$ cat config.mk
export PLATFORM = sky130hd
export DESIGN_NAME = thermal_dvfs_governor_top
export DESIGN_NICKNAME = d
export VERILOG_FILES = /design/src/design/thdg_pkg.sv /design/src/design/thdg_front.sv /design/src/design/thdg_fifo.sv /design/src/design/thdg_div.sv /design/src/design/thdg_back.sv /design/src/design/thermal_dvfs_governor_top.sv
export SDC_FILE = /design/constraint.sdc
export NUM_CORES = 1
export LEC_CHECK = 0
export BUFFER_PORTS_ARGS = -buffer_cell sky130_fd_sc_hd__buf_4
export CAP_MARGIN = 5
export CORE_MARGIN = 3
export CORE_UTILIZATION = 60
export DETAILED_ROUTE_END_ITERATION = 6
export PLACE_DENSITY_LB_ADDON = 0.15
export SLEW_MARGIN = 15
export SYNTH_ARGS = -nofsm -noshare
export SYNTH_HDL_FRONTEND = slang
export SYNTH_SLANG_ARGS = --single-unit
$ cat constraint.sdc
create_clock -name aclk -period 7.3 [get_ports aclk]
set_clock_uncertainty 0.15 [all_clocks]
set_input_delay 0 -clock aclk [delete_from_list [all_inputs] [get_ports aclk]]
set_output_delay 0 -clock aclk [all_outputs]
set_load 0.05 [all_outputs]
$ cat src/design/thdg_pkg.sv
// Package for the thermal DVFS governor: sizes, codes, item and control structs.
// Used by every module of the block; depends on nothing else.
`timescale 1ns / 1ps
`default_nettype none

package thdg_pkg;

    // Core array geometry; at most 64 results per tick
    localparam int CORE_ROWS    = 4;
    localparam int CORE_COLUMNS = 4;
    localparam int CORE_TOTAL   = CORE_ROWS * CORE_COLUMNS;
    localparam int NUM_CORES    = (CORE_TOTAL > 64) ? 64 : CORE_TOTAL;

    // Field widths
    localparam int TEMP_W   = 13;
    localparam int FREQ_W   = 13;
    localparam int MASK_W   = 16;
    localparam int IDX_W    = 6;
    localparam int ACT_W    = 2;
    localparam int S_DATA_W = 32;
    localparam int M_DATA_W = 24;
    localparam int CFG_A_W  = 3;
    localparam int CFG_D_W  = 13;

    localparam logic [IDX_W-1:0] LAST_IDX  = IDX_W'(NUM_CORES - 1);
    localparam logic [IDX_W-1:0] MASK_SPAN = IDX_W'(MASK_W);

    // Scaling: freq * factor / PCT, then rounding by the step
    localparam int FACT_W = 7;
    localparam logic [FACT_W-1:0] SCALE_DOWN = FACT_W'(80);
    localparam logic [FACT_W-1:0] SCALE_UP   = FACT_W'(120);
    localparam logic [FACT_W-1:0] PCT        = FACT_W'(100);
    localparam int PROD_W   = FREQ_W + FACT_W;
    localparam int SCALED_W = FREQ_W + 1;

    // Division by PCT as a reciprocal multiply; exact for products below 2**PROD_W
    localparam int RECIP_SH = 27;
    localparam int RECIP_W  = 21;
    localparam logic [RECIP_W-1:0] RECIP_PCT =
        RECIP_W'((2**RECIP_SH + int'(PCT) - 1) / int'(PCT));

    // Step divider
    localparam int DIV_W     = SCALED_W;
    localparam int DSR_W     = FREQ_W;
    localparam int DIV_CNT_W = $clog2(DIV_W);

    // Item queue between front and back
    localparam int QDEPTH = 2;
    localparam int QPTR_W = 1;
    localparam int QCNT_W = 2;

    // Register indexes
    localparam logic [CFG_A_W-1:0] REG_CRITICAL_TEMP  = 3'd0;
    localparam logic [CFG_A_W-1:0] REG_RECOVERED_TEMP = 3'd1;
    localparam logic [CFG_A_W-1:0] REG_MIN_FREQ       = 3'd2;
    localparam logic [CFG_A_W-1:0] REG_MAX_FREQ       = 3'd3;
    localparam logic [CFG_A_W-1:0] REG_FREQ_STEP      = 3'd4;

    // Reset values
    localparam logic signed [TEMP_W-1:0] CRIT_RST  = 13'sd1280;
    localparam logic signed [TEMP_W-1:0] RECOV_RST = 13'sd1248;
    localparam logic [FREQ_W-1:0] MIN_RST  = 13'd1000;
    localparam logic [FREQ_W-1:0] MAX_RST  = 13'd4000;
    localparam logic [FREQ_W-1:0] STEP_RST = 13'd100;

    typedef enum logic [ACT_W-1:0] {
        ACT_HOLD = 2'd0,
        ACT_DOWN = 2'd1,
        ACT_UP   = 2'd2
    } action_t;

    typedef enum logic [2:0] {
        ST_IDLE,
        ST_MUL,
        ST_PCT,
        ST_DIV_GO,
        ST_DIV_WAIT,
        ST_CLAMP,
        ST_EMIT
    } back_state_t;

    typedef struct packed {
        logic signed [TEMP_W-1:0] critical_temp;
        logic signed [TEMP_W-1:0] recovered_temp;
        logic [FREQ_W-1:0]        min_freq;
        logic [FREQ_W-1:0]        max_freq;
        logic [FREQ_W-1:0]        freq_step;
    } cfg_t;

    typedef struct packed {
        action_t           action;
        logic [MASK_W-1:0] active_cores;
    } q_item_t;

    typedef struct packed {
        logic             start;
        logic [DIV_W-1:0] dividend;
        logic [DSR_W-1:0] divisor;
    } div_req_t;

    typedef struct packed {
        logic             done;
        logic [DSR_W-1:0] remainder;
    } div_rsp_t;

endpackage

`default_nettype wire

$ cat src/design/thdg_front.sv
// Front part: takes tick items, classifies the thermal action, holds one item for the queue.
// Depends on thdg_pkg.
`timescale 1ns / 1ps
`default_nettype none

module thdg_front (
    input  wire logic                     aclk,
    input  wire logic                     aresetn,
    input  wire thdg_pkg::cfg_t           cfg,
    input  wire logic                     s_axis_tvalid,
    output logic                          s_axis_tready,
    input  wire logic [thdg_pkg::S_DATA_W-1:0] s_axis_tdata,
    input  wire logic                     q_full,
    output logic                          q_push,
    output thdg_pkg::q_item_t             q_item
);
    import thdg_pkg::*;

    logic                     item_valid_reg;
    q_item_t                  item_reg;
    q_item_t                  item_next;
    logic signed [TEMP_W-1:0] peak;
    logic                     accept;

    assign peak = $signed(s_axis_tdata[TEMP_W-1:0]);

    // Step down wins when both thresholds are crossed
    always_comb begin
        item_next.active_cores = s_axis_tdata[TEMP_W +: MASK_W];
        if (peak > cfg.critical_temp) begin
            item_next.action = ACT_DOWN;
        end else if (peak < cfg.recovered_temp) begin
            item_next.action = ACT_UP;
        end else begin
            item_next.action = ACT_HOLD;
        end
    end

    assign q_push        = item_valid_reg && !q_full;
    assign s_axis_tready = !item_valid_reg || !q_full;
    assign accept        = s_axis_tvalid && s_axis_tready;
    assign q_item        = item_reg;

    always_ff @(posedge aclk) begin
        if (!aresetn) begin
            item_valid_reg <= 1'b0;
        end else if (accept) begin
            item_valid_reg <= 1'b1;
        end else if (q_push) begin
            item_valid_reg <= 1'b0;
        end
    end

    always_ff @(posedge aclk) begin
        if (accept) begin
            item_reg <= item_next;
        end
    end

endmodule

`default_nettype wire

$ cat src/design/thdg_fifo.sv
// Two-entry queue of classified ticks between the front and back parts.
// Depends on thdg_pkg.
`timescale 1ns / 1ps
`default_nettype none

module thdg_fifo (
    input  wire logic              aclk,
    input  wire logic              aresetn,
    input  wire logic              push,
    input  wire thdg_pkg::q_item_t push_item,
    output logic                   full,
    input  wire logic              pop,
    output thdg_pkg::q_item_t      pop_item,
    output logic                   empty
);
    import thdg_pkg::*;

    q_item_t             mem_reg [QDEPTH];
    logic [QPTR_W-1:0]   wr_ptr_reg;
    logic [QPTR_W-1:0]   rd_ptr_reg;
    logic [QCNT_W-1:0]   cnt_reg;
    logic                do_push;
    logic                do_pop;

    assign full     = (cnt_reg == QCNT_W'(QDEPTH));
    assign empty    = (cnt_reg == '0);
    assign do_push  = push && !full;
    assign do_pop   = pop && !empty;
    assign pop_item = mem_reg[rd_ptr_reg];

    always_ff @(posedge aclk) begin
        if (!aresetn) begin
            wr_ptr_reg <= '0;
            rd_ptr_reg <= '0;
            cnt_reg    <= '0;
        end else begin
            if (do_push) begin
                wr_ptr_reg <= wr_ptr_reg + 1'b1;
            end
            if (do_pop) begin
                rd_ptr_reg <= rd_ptr_reg + 1'b1;
            end
            if (do_push && !do_pop) begin
                cnt_reg <= cnt_reg + 1'b1;
            end else if (do_pop && !do_push) begin
                cnt_reg <= cnt_reg - 1'b1;
            end
        end
    end

    always_ff @(posedge aclk) begin
        if (do_push) begin
            mem_reg[wr_ptr_reg] <= push_item;
        end
    end

endmodule

`default_nettype wire

$ cat src/design/thdg_div.sv
// Restoring divider, one quotient bit per cycle; gives the remainder for the step rounding.
// Depends on thdg_pkg.
`timescale 1ns / 1ps
`default_nettype none

module thdg_div (
    input  wire logic               aclk,
    input  wire logic               aresetn,
    input  wire thdg_pkg::div_req_t req,
    output thdg_pkg::div_rsp_t      rsp
);
    import thdg_pkg::*;

    logic                 busy_reg;
    logic                 done_reg;
    logic [DIV_CNT_W-1:0] cnt_reg;
    logic [DIV_W-1:0]     quo_reg;
    logic [DSR_W-1:0]     rem_reg;
    logic [DSR_W-1:0]     dsr_reg;
    logic [DSR_W:0]       rem_shift;
    logic [DSR_W:0]       rem_sub;
    logic                 qbit;

    assign rem_shift = {rem_reg, quo_reg[DIV_W-1]};
    assign qbit      = (rem_shift >= {1'b0, dsr_reg});
    assign rem_sub   = rem_shift - {1'b0, dsr_reg};

    always_ff @(posedge aclk) begin
        if (!aresetn) begin
            busy_reg <= 1'b0;
            done_reg <= 1'b0;
            cnt_reg  <= '0;
        end else begin
            done_reg <= 1'b0;
            if (req.start) begin
                busy_reg <= 1'b1;
                cnt_reg  <= DIV_CNT_W'(DIV_W - 1);
            end else if (busy_reg) begin
                cnt_reg <= cnt_reg - 1'b1;
                if (cnt_reg == '0) begin
                    busy_reg <= 1'b0;
                    done_reg <= 1'b1;
                end
            end
        end
    end

    always_ff @(posedge aclk) begin
        if (req.start) begin
            quo_reg <= req.dividend;
            dsr_reg <= req.divisor;
            rem_reg <= '0;
        end else if (busy_reg) begin
            quo_reg <= {quo_reg[DIV_W-2:0], qbit};
            rem_reg <= qbit ? rem_sub[DSR_W-1:0] : rem_shift[DSR_W-1:0];
        end
    end

    assign rsp.done      = done_reg;
    assign rsp.remainder = rem_reg;

`ifndef SYNTHESIS
    a_rem_below_divisor: assert property (@(posedge aclk) disable iff (!aresetn)
        done_reg |-> (rem_reg < dsr_reg))
        else $error("divider remainder not below divisor");
`endif

endmodule

`default_nettype wire

$ cat src/design/thdg_back.sv
// Back part: on a step scales, rounds and clamps the shared frequency, then emits one item per core.
// Depends on thdg_pkg; instantiates nothing, drives the serial divider by struct.
`timescale 1ns / 1ps
`default_nettype none

module thdg_back (
    input  wire logic                  aclk,
    input  wire logic                  aresetn,
    input  wire thdg_pkg::cfg_t        cfg,
    input  wire logic                  q_empty,
    input  wire thdg_pkg::q_item_t     q_item,
    output logic                       q_pop,
    output thdg_pkg::div_req_t         div_req,
    input  wire thdg_pkg::div_rsp_t    div_rsp,
    output logic                       m_axis_tvalid,
    input  wire logic                  m_axis_tready,
    output logic [thdg_pkg::M_DATA_W-1:0] m_axis_tdata,
    output logic                       m_axis_tlast
);
    import thdg_pkg::*;

    back_state_t          state_reg;
    back_state_t          state_next;
    action_t              action_reg;
    logic [MASK_W-1:0]    active_reg;
    logic [FREQ_W-1:0]    shared_reg;
    logic [PROD_W-1:0]    prod_reg;
    logic [SCALED_W-1:0]  scaled_reg;
    logic [SCALED_W-1:0]  rounded_reg;
    logic [IDX_W-1:0]     idx_reg;
    logic                 m_valid_reg;
    logic [IDX_W-1:0]     m_index_reg;
    logic [FREQ_W-1:0]    m_freq_reg;
    action_t              m_action_reg;
    logic                 m_last_reg;
    logic                 load_out;
    logic                 core_on;
    logic [FACT_W-1:0]    factor;
    logic [PROD_W+RECIP_W-1:0] recip_prod;
    logic [FREQ_W-1:0]    step_eff;
    logic [FREQ_W-1:0]    clamp_hi;
    logic [FREQ_W-1:0]    clamp_val;

    assign factor   = (action_reg == ACT_DOWN) ? SCALE_DOWN : SCALE_UP;
    // Divide the product by a hundred through the reciprocal
    assign recip_prod = prod_reg * RECIP_PCT;
    // Zero step means no rounding
    assign step_eff = (cfg.freq_step == '0) ? FREQ_W'(1) : cfg.freq_step;
    // Upper bound first, then lower bound, so min wins on overlap
    assign clamp_hi  = (rounded_reg > {1'b0, cfg.max_freq}) ? cfg.max_freq
                                                           : rounded_reg[FREQ_W-1:0];
    assign clamp_val = (clamp_hi < cfg.min_freq) ? cfg.min_freq : clamp_hi;
    assign core_on   = (idx_reg < MASK_SPAN) && active_reg[idx_reg[3:0]];

    // Next state
    always_comb begin
        state_next = state_reg;
        case (state_reg)
            ST_IDLE: begin
                if (!q_empty) begin
                    state_next = (q_item.action == ACT_HOLD) ? ST_EMIT : ST_MUL;
                end
            end
            ST_MUL:      state_next = ST_PCT;
            ST_PCT:      state_next = ST_DIV_GO;
            ST_DIV_GO:   state_next = ST_DIV_WAIT;
            ST_DIV_WAIT: if (div_rsp.done) state_next = ST_CLAMP;
            ST_CLAMP:    state_next = ST_EMIT;
            ST_EMIT: begin
                if (load_out && idx_reg == LAST_IDX) begin
                    state_next = ST_IDLE;
                end
            end
            default:     state_next = ST_IDLE;
        endcase
    end

    // Outputs of the sequencer
    always_comb begin
        q_pop            = 1'b0;
        load_out         = 1'b0;
        div_req.start    = 1'b0;
        div_req.dividend = scaled_reg;
        div_req.divisor  = step_eff;
        case (state_reg)
            ST_IDLE:   q_pop = !q_empty;
            ST_DIV_GO: div_req.start = 1'b1;
            ST_EMIT:   load_out = !m_valid_reg || m_axis_tready;
            default: begin
                q_pop = 1'b0;
            end
        endcase
    end

    always_ff @(posedge aclk) begin
        if (!aresetn) begin
            state_reg   <= ST_IDLE;
            shared_reg  <= MIN_RST;
            m_valid_reg <= 1'b0;
            idx_reg     <= '0;
        end else begin
            state_reg <= state_next;
            if (state_reg == ST_CLAMP) begin
                shared_reg <= clamp_val;
            end
            if (q_pop) begin
                idx_reg <= '0;
            end else if (load_out) begin
                idx_reg <= idx_reg + 1'b1;
            end
            if (load_out) begin
                m_valid_reg <= 1'b1;
            end else if (m_axis_tready) begin
                m_valid_reg <= 1'b0;
            end
        end
    end

    always_ff @(posedge aclk) begin
        if (q_pop) begin
            action_reg <= q_item.action;
            active_reg <= q_item.active_cores;
        end
        if (state_reg == ST_MUL) begin
            prod_reg <= shared_reg * factor;
        end
        if (state_reg == ST_PCT) begin
            scaled_reg <= recip_prod[RECIP_SH +: SCALED_W];
        end
        if (state_reg == ST_DIV_WAIT && div_rsp.done) begin
            rounded_reg <= scaled_reg - {1'b0, div_rsp.remainder};
        end
        if (load_out) begin
            m_index_reg  <= idx_reg;
            m_freq_reg   <= core_on ? shared_reg : cfg.min_freq;
            m_action_reg <= action_reg;
            m_last_reg   <= (idx_reg == LAST_IDX);
        end
    end

    assign m_axis_tvalid = m_valid_reg;
    assign m_axis_tdata  = {{(M_DATA_W - IDX_W - FREQ_W - ACT_W){1'b0}},
                            m_action_reg, m_freq_reg, m_index_reg};
    assign m_axis_tlast  = m_last_reg;

`ifndef SYNTHESIS
    a_clamp_min: assert property (@(posedge aclk) disable iff (!aresetn)
        ($past(aresetn) && $past(state_reg == ST_CLAMP))
            |-> (shared_reg >= $past(cfg.min_freq)))
        else $error("shared frequency below lower bound after clamp");

    a_div_done_expected: assert property (@(posedge aclk) disable iff (!aresetn)
        div_rsp.done |-> (state_reg == ST_DIV_WAIT))
        else $error("divider finished while sequencer not waiting");

    a_last_ends_tick: assert property (@(posedge aclk) disable iff (!aresetn)
        (load_out && idx_reg == LAST_IDX) |=> (state_reg == ST_IDLE && m_last_reg))
        else $error("final core item did not close the tick");
`endif

endmodule

`default_nettype wire

$ cat src/design/thermal_dvfs_governor_top.sv
// Top level of the thermal DVFS governor: register file, front, queue, divider, back.
// Depends on thdg_pkg, thdg_front, thdg_fifo, thdg_div and thdg_back.
//
// Use: each item on the s_axis channel is one governor tick carrying the peak
// temperature and the active-core mask. The tick compares the peak against
// critical_temp and recovered_temp; a crossing scales the shared frequency to
// 80 or 120 percent, rounds it down to a multiple of freq_step and clamps it.
// m_axis then carries one item per core, in core order, with tlast on the last.
// Configuration: cfg_wr_en/cfg_wr_addr/cfg_wr_data, written while idle.
// Sequence: a held tick goes from the front register through the queue straight
// to the emitter; a scaled tick first passes the scale multiply, the reciprocal
// stage, the serial step divider and the clamp. Results then leave at one per
// cycle while m_axis_tready stays high. The back part finishes one tick before
// it pops the next; further ticks wait in the front and the queue meanwhile.
// Reset (aresetn low, synchronous): registers return to their defaults and the
// shared frequency to 1000 MHz; queue and output register empty.
// Stall: when m_axis_tready is low the output register holds its item and the
// emitter waits; the front and a two-entry queue keep taking ticks meanwhile.
`timescale 1ns / 1ps
`default_nettype none

module thermal_dvfs_governor_top (
    input  wire logic                          aclk,
    input  wire logic                          aresetn,
    // register write port
    input  wire logic                          cfg_wr_en,
    input  wire logic [thdg_pkg::CFG_A_W-1:0]  cfg_wr_addr,
    input  wire logic [thdg_pkg::CFG_D_W-1:0]  cfg_wr_data,
    // tick items
    input  wire logic                          s_axis_tvalid,
    output logic                               s_axis_tready,
    // [12:0] peak_temperature, [28:13] active_cores, [31:29] zero
    input  wire logic [thdg_pkg::S_DATA_W-1:0] s_axis_tdata,
    // per-core result items
    output logic                               m_axis_tvalid,
    input  wire logic                          m_axis_tready,
    // [5:0] core_index, [18:6] core_freq, [20:19] thermal_action, [23:21] zero
    output logic [thdg_pkg::M_DATA_W-1:0]      m_axis_tdata,
    output logic                               m_axis_tlast
);
    import thdg_pkg::*;

    cfg_t     cfg_reg;
    q_item_t  fr_item;
    q_item_t  q_item;
    logic     q_push;
    logic     q_full;
    logic     q_pop;
    logic     q_empty;
    div_req_t div_req;
    div_rsp_t div_rsp;

    // Register file; writes to unknown indexes are dropped
    always_ff @(posedge aclk) begin
        if (!aresetn) begin
            cfg_reg.critical_temp  <= CRIT_RST;
            cfg_reg.recovered_temp <= RECOV_RST;
            cfg_reg.min_freq       <= MIN_RST;
            cfg_reg.max_freq       <= MAX_RST;
            cfg_reg.freq_step      <= STEP_RST;
        end else if (cfg_wr_en) begin
            case (cfg_wr_addr)
                REG_CRITICAL_TEMP:  cfg_reg.critical_temp  <= $signed(cfg_wr_data);
                REG_RECOVERED_TEMP: cfg_reg.recovered_temp <= $signed(cfg_wr_data);
                REG_MIN_FREQ:       cfg_reg.min_freq       <= cfg_wr_data;
                REG_MAX_FREQ:       cfg_reg.max_freq       <= cfg_wr_data;
                REG_FREQ_STEP:      cfg_reg.freq_step      <= cfg_wr_data;
                default: begin
                    cfg_reg <= cfg_reg;
                end
            endcase
        end
    end

    // Accept and classify ticks
    thdg_front u_front (
        .aclk          (aclk),
        .aresetn       (aresetn),
        .cfg           (cfg_reg),
        .s_axis_tvalid (s_axis_tvalid),
        .s_axis_tready (s_axis_tready),
        .s_axis_tdata  (s_axis_tdata),
        .q_full        (q_full),
        .q_push        (q_push),
        .q_item        (fr_item)
    );

    // Decouple front from back
    thdg_fifo u_fifo (
        .aclk      (aclk),
        .aresetn   (aresetn),
        .push      (q_push),
        .push_item (fr_item),
        .full      (q_full),
        .pop       (q_pop),
        .pop_item  (q_item),
        .empty     (q_empty)
    );

    // Serial divider for the step rounding
    thdg_div u_div (
        .aclk    (aclk),
        .aresetn (aresetn),
        .req     (div_req),
        .rsp     (div_rsp)
    );

    // Update the shared frequency and emit per-core items
    thdg_back u_back (
        .aclk          (aclk),
        .aresetn       (aresetn),
        .cfg           (cfg_reg),
        .q_empty       (q_empty),
        .q_item        (q_item),
        .q_pop         (q_pop),
        .div_req       (div_req),
        .div_rsp       (div_rsp),
        .m_axis_tvalid (m_axis_tvalid),
        .m_axis_tready (m_axis_tready),
        .m_axis_tdata  (m_axis_tdata),
        .m_axis_tlast  (m_axis_tlast)
    );

endmodule

`default_nettype wire

Word level (Yosys, flattened, before mapping)

Memory sizes are Yosys's and may differ from the RTL's. A register that Yosys moved wholly into a read port is not among the register bits.
Cells that the tools add are included.

Register bits: 245
RAM bits: 36
Input bits: 53
Output and inout bits: 27
Logic and storage cells: 137
Memories kept: 1

$add $sub $neg: 8
Multipliers: 2
Order comparisons: 7
Equal/unequal tests: 16
Muxes and demuxes: 34
Bitwise operators: 2
Reduce and logical (&&, ||, !) cells: 36

Memory list:

| name           | depth | bits a word | rd ports | clocked after Yosys merged registers in | wr ports | RTL line        | source |
|---|---|---|---|---|---|---|---|
| u_fifo.mem_reg | 2     | 18          | 1        | 1                                       | 1        | thdg_fifo.sv:18 | `q_item_t mem_reg [QDEPTH];` |

Operator list:

| kind                     | count |
|---|---|
| $mux W13                 | 4 |
| $mul A20 B20 Y40 const B | 1 |
| $mux W14                 | 2 |
| $lt A13 B13 Y1           | 2 |
| $pmux W3 S7              | 1 |
| $mul A13 B7 Y20          | 1 |
| $mux W1                  | 16 |
| $ge A14 B13 Y1           | 1 |
| $gt A14 B13 Y1           | 1 |
| $sub A14 B13 Y14         | 1 |
| $gt A13 B13 Y1           | 1 |
| $logic_not A13 Y1        | 1 |
| $sub A13 B13 Y13         | 1 |
| $eq A3 B2 Y1 const B     | 4 |
| $eq A3 B3 Y1 const B     | 4 |
| $mux W3                  | 4 |
| $reduce_and A2 Y1        | 5 |
| $logic_and A1 B1 Y1      | 9 |
| $mux W4                  | 2 |
| $reduce_bool A2 Y1       | 4 |
| $add A6 B1 Y6 const B    | 1 |
| $eq A3 B1 Y1 const B     | 2 |
| $eq A6 B4 Y1 const B     | 1 |
| $logic_not A1 Y1         | 6 |
| other kinds (21)         | 30 |

Longest topological paths before layout

Depth in word-level cells: 8
Mapped depth: 22
Gate-level depth less buffers: 22

By module

From an unflattened synthesis, not the netlist that was laid out.

Cells, all modules: 1984
Area, all modules: 21558.2 µm²

By module, submodules not included:

| module                    | instances | cells each | area an instance (µm²) | sequential area each (µm²) |
|---|---|---|---|---|
| thdg_back                 | 1         | 1298       | 13624.3                | 3012.9 |
| thdg_div                  | 1         | 247        | 2611.3                 | 1191.1 |
| thermal_dvfs_governor_top | 1         | 243        | 2531.2                 | 1301.2 |
| thdg_fifo                 | 1         | 81         | 1530.2                 | 1181.1 |
| thdg_front                | 1         | 115        | 1261.2                 | 560.5 |

Worst setup path after synthesis

Ideal clock, no wire load.

Path type: register -> register
From: register u_back.prod_reg[9]
To: register u_back.scaled_reg[12] (data pin)
Library setup time: 260 ps
Arrival: 5571 ps
Data required time: 6890 ps
Path slack: 1319 ps
Cell stages (with the launch flop): 21
Buffers on the path: 0
Period minus slack after synthesis: 5981 ps
Path through: edfxtp_1 > ha_1 > inv_1 > fa_1 > fa_1 > fa_1 > inv_1 > fa_1 > fa_1 > inv_1 > fa_1 > inv_1 > ha_1 > nand2_1 > nand2_1 > a2111o_1 > o211ai_2 > a21oi_1 > o2111a_1 > nor3_1 > xnor2_1

Cells in the longest elaborated chain, start to end: 1

Ends and longest elaborated chain:

| item                      | RTL line         | source |
|---|---|---|
| from (decl)               | thdg_back.sv:27  | `logic [PROD_W-1:0] prod_reg;` |
| from (signal assigned)    | thdg_back.sv:125 | `prod_reg <= shared_reg * factor;` |
| $mul A20 B20 Y40          | thdg_back.sv:46  | `assign recip_prod = prod_reg * RECIP_PCT;` |
| net u_back.recip_prod[39] | thdg_back.sv:39  | `logic [PROD_W+RECIP_W-1:0] recip_prod;` |
| to (signal assigned)      | thdg_back.sv:128 | `scaled_reg <= recip_prod[RECIP_SH +: SCALED_W];` |
| to (decl)                 | thdg_back.sv:28  | `logic [SCALED_W-1:0] scaled_reg;` |

The timed path passes the listed nets, and every way through them passes these cells.
A chain may end at the register's enable or synchronous reset.

Worst setup path in the final report

From: register u_back.prod_reg[5]
To: register u_back.scaled_reg[13] (data pin)

Same word-level chain as after synthesis.

==> results.sh <==
export IMPL_globalRouteOverflowTotal=0
export IMPL_endpoint="u_back.scaled_reg[13]"
export IMPL_synth_ff_type="edfxtp_1"
export IMPL_grt_pass1_wl_um=73000
export IMPL_finalSetupTns_ns=0
export IMPL_cts_resized=0
export IMPL_synth_async_reset_ratio_pct=0
export IMPL_arrival_ns=6.82
export IMPL_slew_headroom_pct=30.1
export IMPL_fmax_mhz=152
export IMPL_critPathMaxFanout=6
export IMPL_clkTransAtPathRegs_ns=0.06
export IMPL_grt_pass1_vias=14700
export IMPL_cts_root_buffer="clkbuf_16"
export IMPL_routed_wl_um=44800
export IMPL_finalMaxSlewViolations=0
export IMPL_syn_area_um2=20800
export IMPL_hold_start="s_axis_tdata[25]"
export IMPL_chipWidth_um=192
export IMPL_initial_utilization_pct=61.5
export IMPL_yosys_cell_count_top_type="inv_1"
export IMPL_cts_num_sinks=279
export IMPL_setup_viol=0
export IMPL_r2r_cells=21
export IMPL_synth_top_area_share_pct=24.0
export IMPL_startpoint="u_back.prod_reg[5]"
export IMPL_areaGrowthSynthToFinish_pct=12.0
export IMPL_path_delay_family="adder cells"
export IMPL_grt_max_degree=71
export IMPL_std_cell_rows=67
export IMPL_hold_class="in2reg"
export IMPL_whs_ns=0.0157
export IMPL_rr_startpoint="u_back.prod_reg[5]"
export IMPL_dp_hpwl_um=34900
export IMPL_hold_violations=0
export IMPL_outcome="completed"
export IMPL_cp_cell_sequence="inv_1 -> fa_1 -> nor2b_1 -> inv_1 -> fa_1 -> fa_1 -> inv_1 -> fa_1 -> fa_1 -> inv_1 -> fa_1 -> inv_1 -> ha_1 -> nand2_1 -> nand2_1 -> a2111o_1 -> o211ai_2 -> a21oi_1 -> o2111a_1 -> o211a_1 -> nor3_1"
export IMPL_end_kind="flop"
export IMPL_vias=14100
export IMPL_io_buffer_count=73
export IMPL_dieArea_um2=36900
export IMPL_startpoint_type="flop"
export IMPL_drive_above_1_share_pct=9.38
export IMPL_cp_buffers_inverters=5
export IMPL_post_drt_via_cell_ratio=5.54
export IMPL_tritoncts="done"
export IMPL_gp_congestion=0.913
export IMPL_synth_area_leaders="edfxtp_1 24%, ha_1 20%, fa_1 14%"
export IMPL_critPathSlowestCell="fa_1"
export IMPL_ys_warn_count=0
export IMPL_first_iter_violations=860
export IMPL_synth_common_cells="325 x inv_1, 324 x ha_1, 193 x nand2_1, 166 x edfxtp_1, 141 x fa_1"
export IMPL_drc=0
export IMPL_yosysUniqueCellTypes=77
export IMPL_layout_min_cycle_time_ns=6.59
export IMPL_pin_count=80
export IMPL_cts_htree_levels=1
export IMPL_cpMostUsedCell="fa_1"
export IMPL_largest_register_ffs=65
export IMPL_final_nets=2595
export IMPL_cts_buffers=30
export IMPL_coreArea_um2=33800
export IMPL_synth_top_area_cell="edfxtp_1"
export IMPL_worstSetupPathDepth=21
export IMPL_ys_ff_latch=279
export IMPL_slowest_delay_ns=0.55
export IMPL_grtUsageTotal_pct=24.8
export IMPL_r2r_setup_slack_ns=0.71
export IMPL_clock_path_buffers=3
export IMPL_wl_per_cell_um=17.6
export IMPL_die_h_um=192
export IMPL_rsz0062_at_grt="false"
export IMPL_post_route_period_util_pct=90.3
export IMPL_num_antenna_cells=0
export IMPL_critPathKind="reg2reg"
export IMPL_ys_seq_area_share_pct=34.9
export IMPL_clock_latency_ns=0.58
export IMPL_synth_edff_count=166
export IMPL_fillerInstances=2561
export IMPL_synthCells=1968
export IMPL_tightestPinTransition_ns=1.05
export IMPL_required_ns=7.52
export IMPL_syn_area_per_cell_um2=10.6
export IMPL_dr_pass1_iters=5
export IMPL_worst_r2r_endpoint="u_back.scaled_reg[13]"
export IMPL_cap_violations=0
export IMPL_ant_nets=0
export IMPL_antenna_found_initial=1
==> cell usage in the layout (no fill, tap or decap), types with 7 or more instances in the layout <==
cell | netlist | routed
a211oi_1 | 10 | 10
xor2_1 | 21 | 21
mux2_2 | 31 | 31
a21oi_1 | 105 | 105
dlygate4sd3_1 | 0 | 52
mux2i_1 | 20 | 20
o211ai_1 | 23 | 23
a22oi_1 | 7 | 7
nor4_1 | 7 | 7
or3_1 | 11 | 11
o21ai_1 | 10 | 10
mux2_1 | 13 | 13
a31oi_1 | 12 | 12
nor3_1 | 24 | 24
inv_1 | 325 | 325
clkbuf_16 | 0 | 30
ha_1 | 324 | 324
nor2b_1 | 12 | 11
edfxtp_1 | 166 | 166
nand2b_1 | 14 | 14
nand2_1 | 193 | 193
a21o_1 | 22 | 22
and2_1 | 17 | 17
dfxtp_1 | 113 | 113
nor2_1 | 70 | 70
fa_1 | 141 | 141
o21ai_0 | 36 | 36
nand3_1 | 21 | 21
xnor2_1 | 35 | 35
nand4_1 | 20 | 20
buf_4 | 5 | 85
and3_1 | 7 | 7
o21a_1 | 10 | 10
==> per-stage QoR <==
| stage | cells | worst slack, ns | area, um^2 | util (%) |
|---|---|---|---|---|
| global placement | 2441 | 0.834 | 21700 | 64.3 |
| global route | 2549 | 0.393 | 23300 | 68.8 |
| finish | 2549 | 0.705 | 23300 | 68.8 |
| CTS | 2549 | 0.653 | 23300 | 68.8 |
| detailed placement | 2441 | 0.726 | 21700 | 64.3 |
| floorplan | 1970 | 1.32 | 20800 | - |
==> repair_timing <==
| item | 4_1_cts | 5_1_grt |
|---|---|---|
| setup buffers | 0 | 0 |
| endpoints found under the hold margin | 96 | 0 |
| hold buffers | 52 | 0 |
==> area by class of cell <==
| cell class | instances | area (um^2) | area share [%] |
|---|---|---|---|
| inverters | 327 | 1230 | 5.28 |
| flip-flops and latches | 279 | 7250 | 31.2 |
| clock inverters | 22 | 243 | 1.04 |
| clock buffers | 34 | 776 | 3.34 |
| repair buffers | 137 | 1160 | 4.98 |
| multi-input cells | 1302 | 12000 | 51.8 |
| well taps | 448 | 561 | 2.41 |
==> cells by family (layout without fill, tap and decap cells) <==
group / after synthesis / after routing / share of synthesized area [%]
mux: 69 / 69 / 3.89
xor+xnor: 56 / 56 / 2.36
other cells: 1 / 3 / 0.0181
fa+ha+maj: 465 / 465 / 33.1
compound gates: 278 / 278 / 8.52
simple gates: 431 / 431 / 10.0
buf+inv: 389 / 520 / 7.21
flops: 279 / 279 / 34.9
==> worst register-to-register path, cell delays in order, from the launching register on <==
cell      delay [ns]
edfxtp_1        0.53
inv_1           0.21
fa_1            0.48
nor2b_1         0.24
inv_1           0.11
fa_1            0.47
fa_1            0.55
inv_1           0.05
fa_1            0.48
fa_1            0.55
inv_1           0.05
fa_1            0.50
inv_1           0.04
ha_1            0.30
nand2_1         0.07
nand2_1         0.07
a2111o_1        0.40
o211ai_2        0.23
a21oi_1         0.15
o2111a_1        0.31
o211a_1         0.23
nor3_1          0.23
==> metal layers <==
metal | GRT usage [%] | share of wire (%) | up-vias
met1 | 32.9 | 44 | 6784
met4 | 8.43 | 3.5 | 0
met2 | 42.7 | 49 | 301
li1 | - | - | 6919
met5 | 0 | 0 | -
met3 | 2.68 | 3.8 | 105
==> worst min path at each step <==
| stage | to | slack [ns] | depth (start not counted) |
|---|---|---|---|
| 2_1_floorplan | u_front.q_item[0] | -0.05 | 0 |
| 3_3_place_gp | u_front.q_item[1] | 0.03 | 1 |
| 3_5_place_dp | u_front.q_item[15] | 0.03 | 1 |
| 4_1_cts | u_front.q_item[12] | 0.0004 | 2 |
| 5_1_grt | u_front.q_item[6] | 0.008 | 2 |
| 6_report | u_front.q_item[12] | 0.02 | 2 |
Power is left out: the tool's default activity adds up to more than one toggle a clock period on the data nets, which glitch-free logic cannot reach.
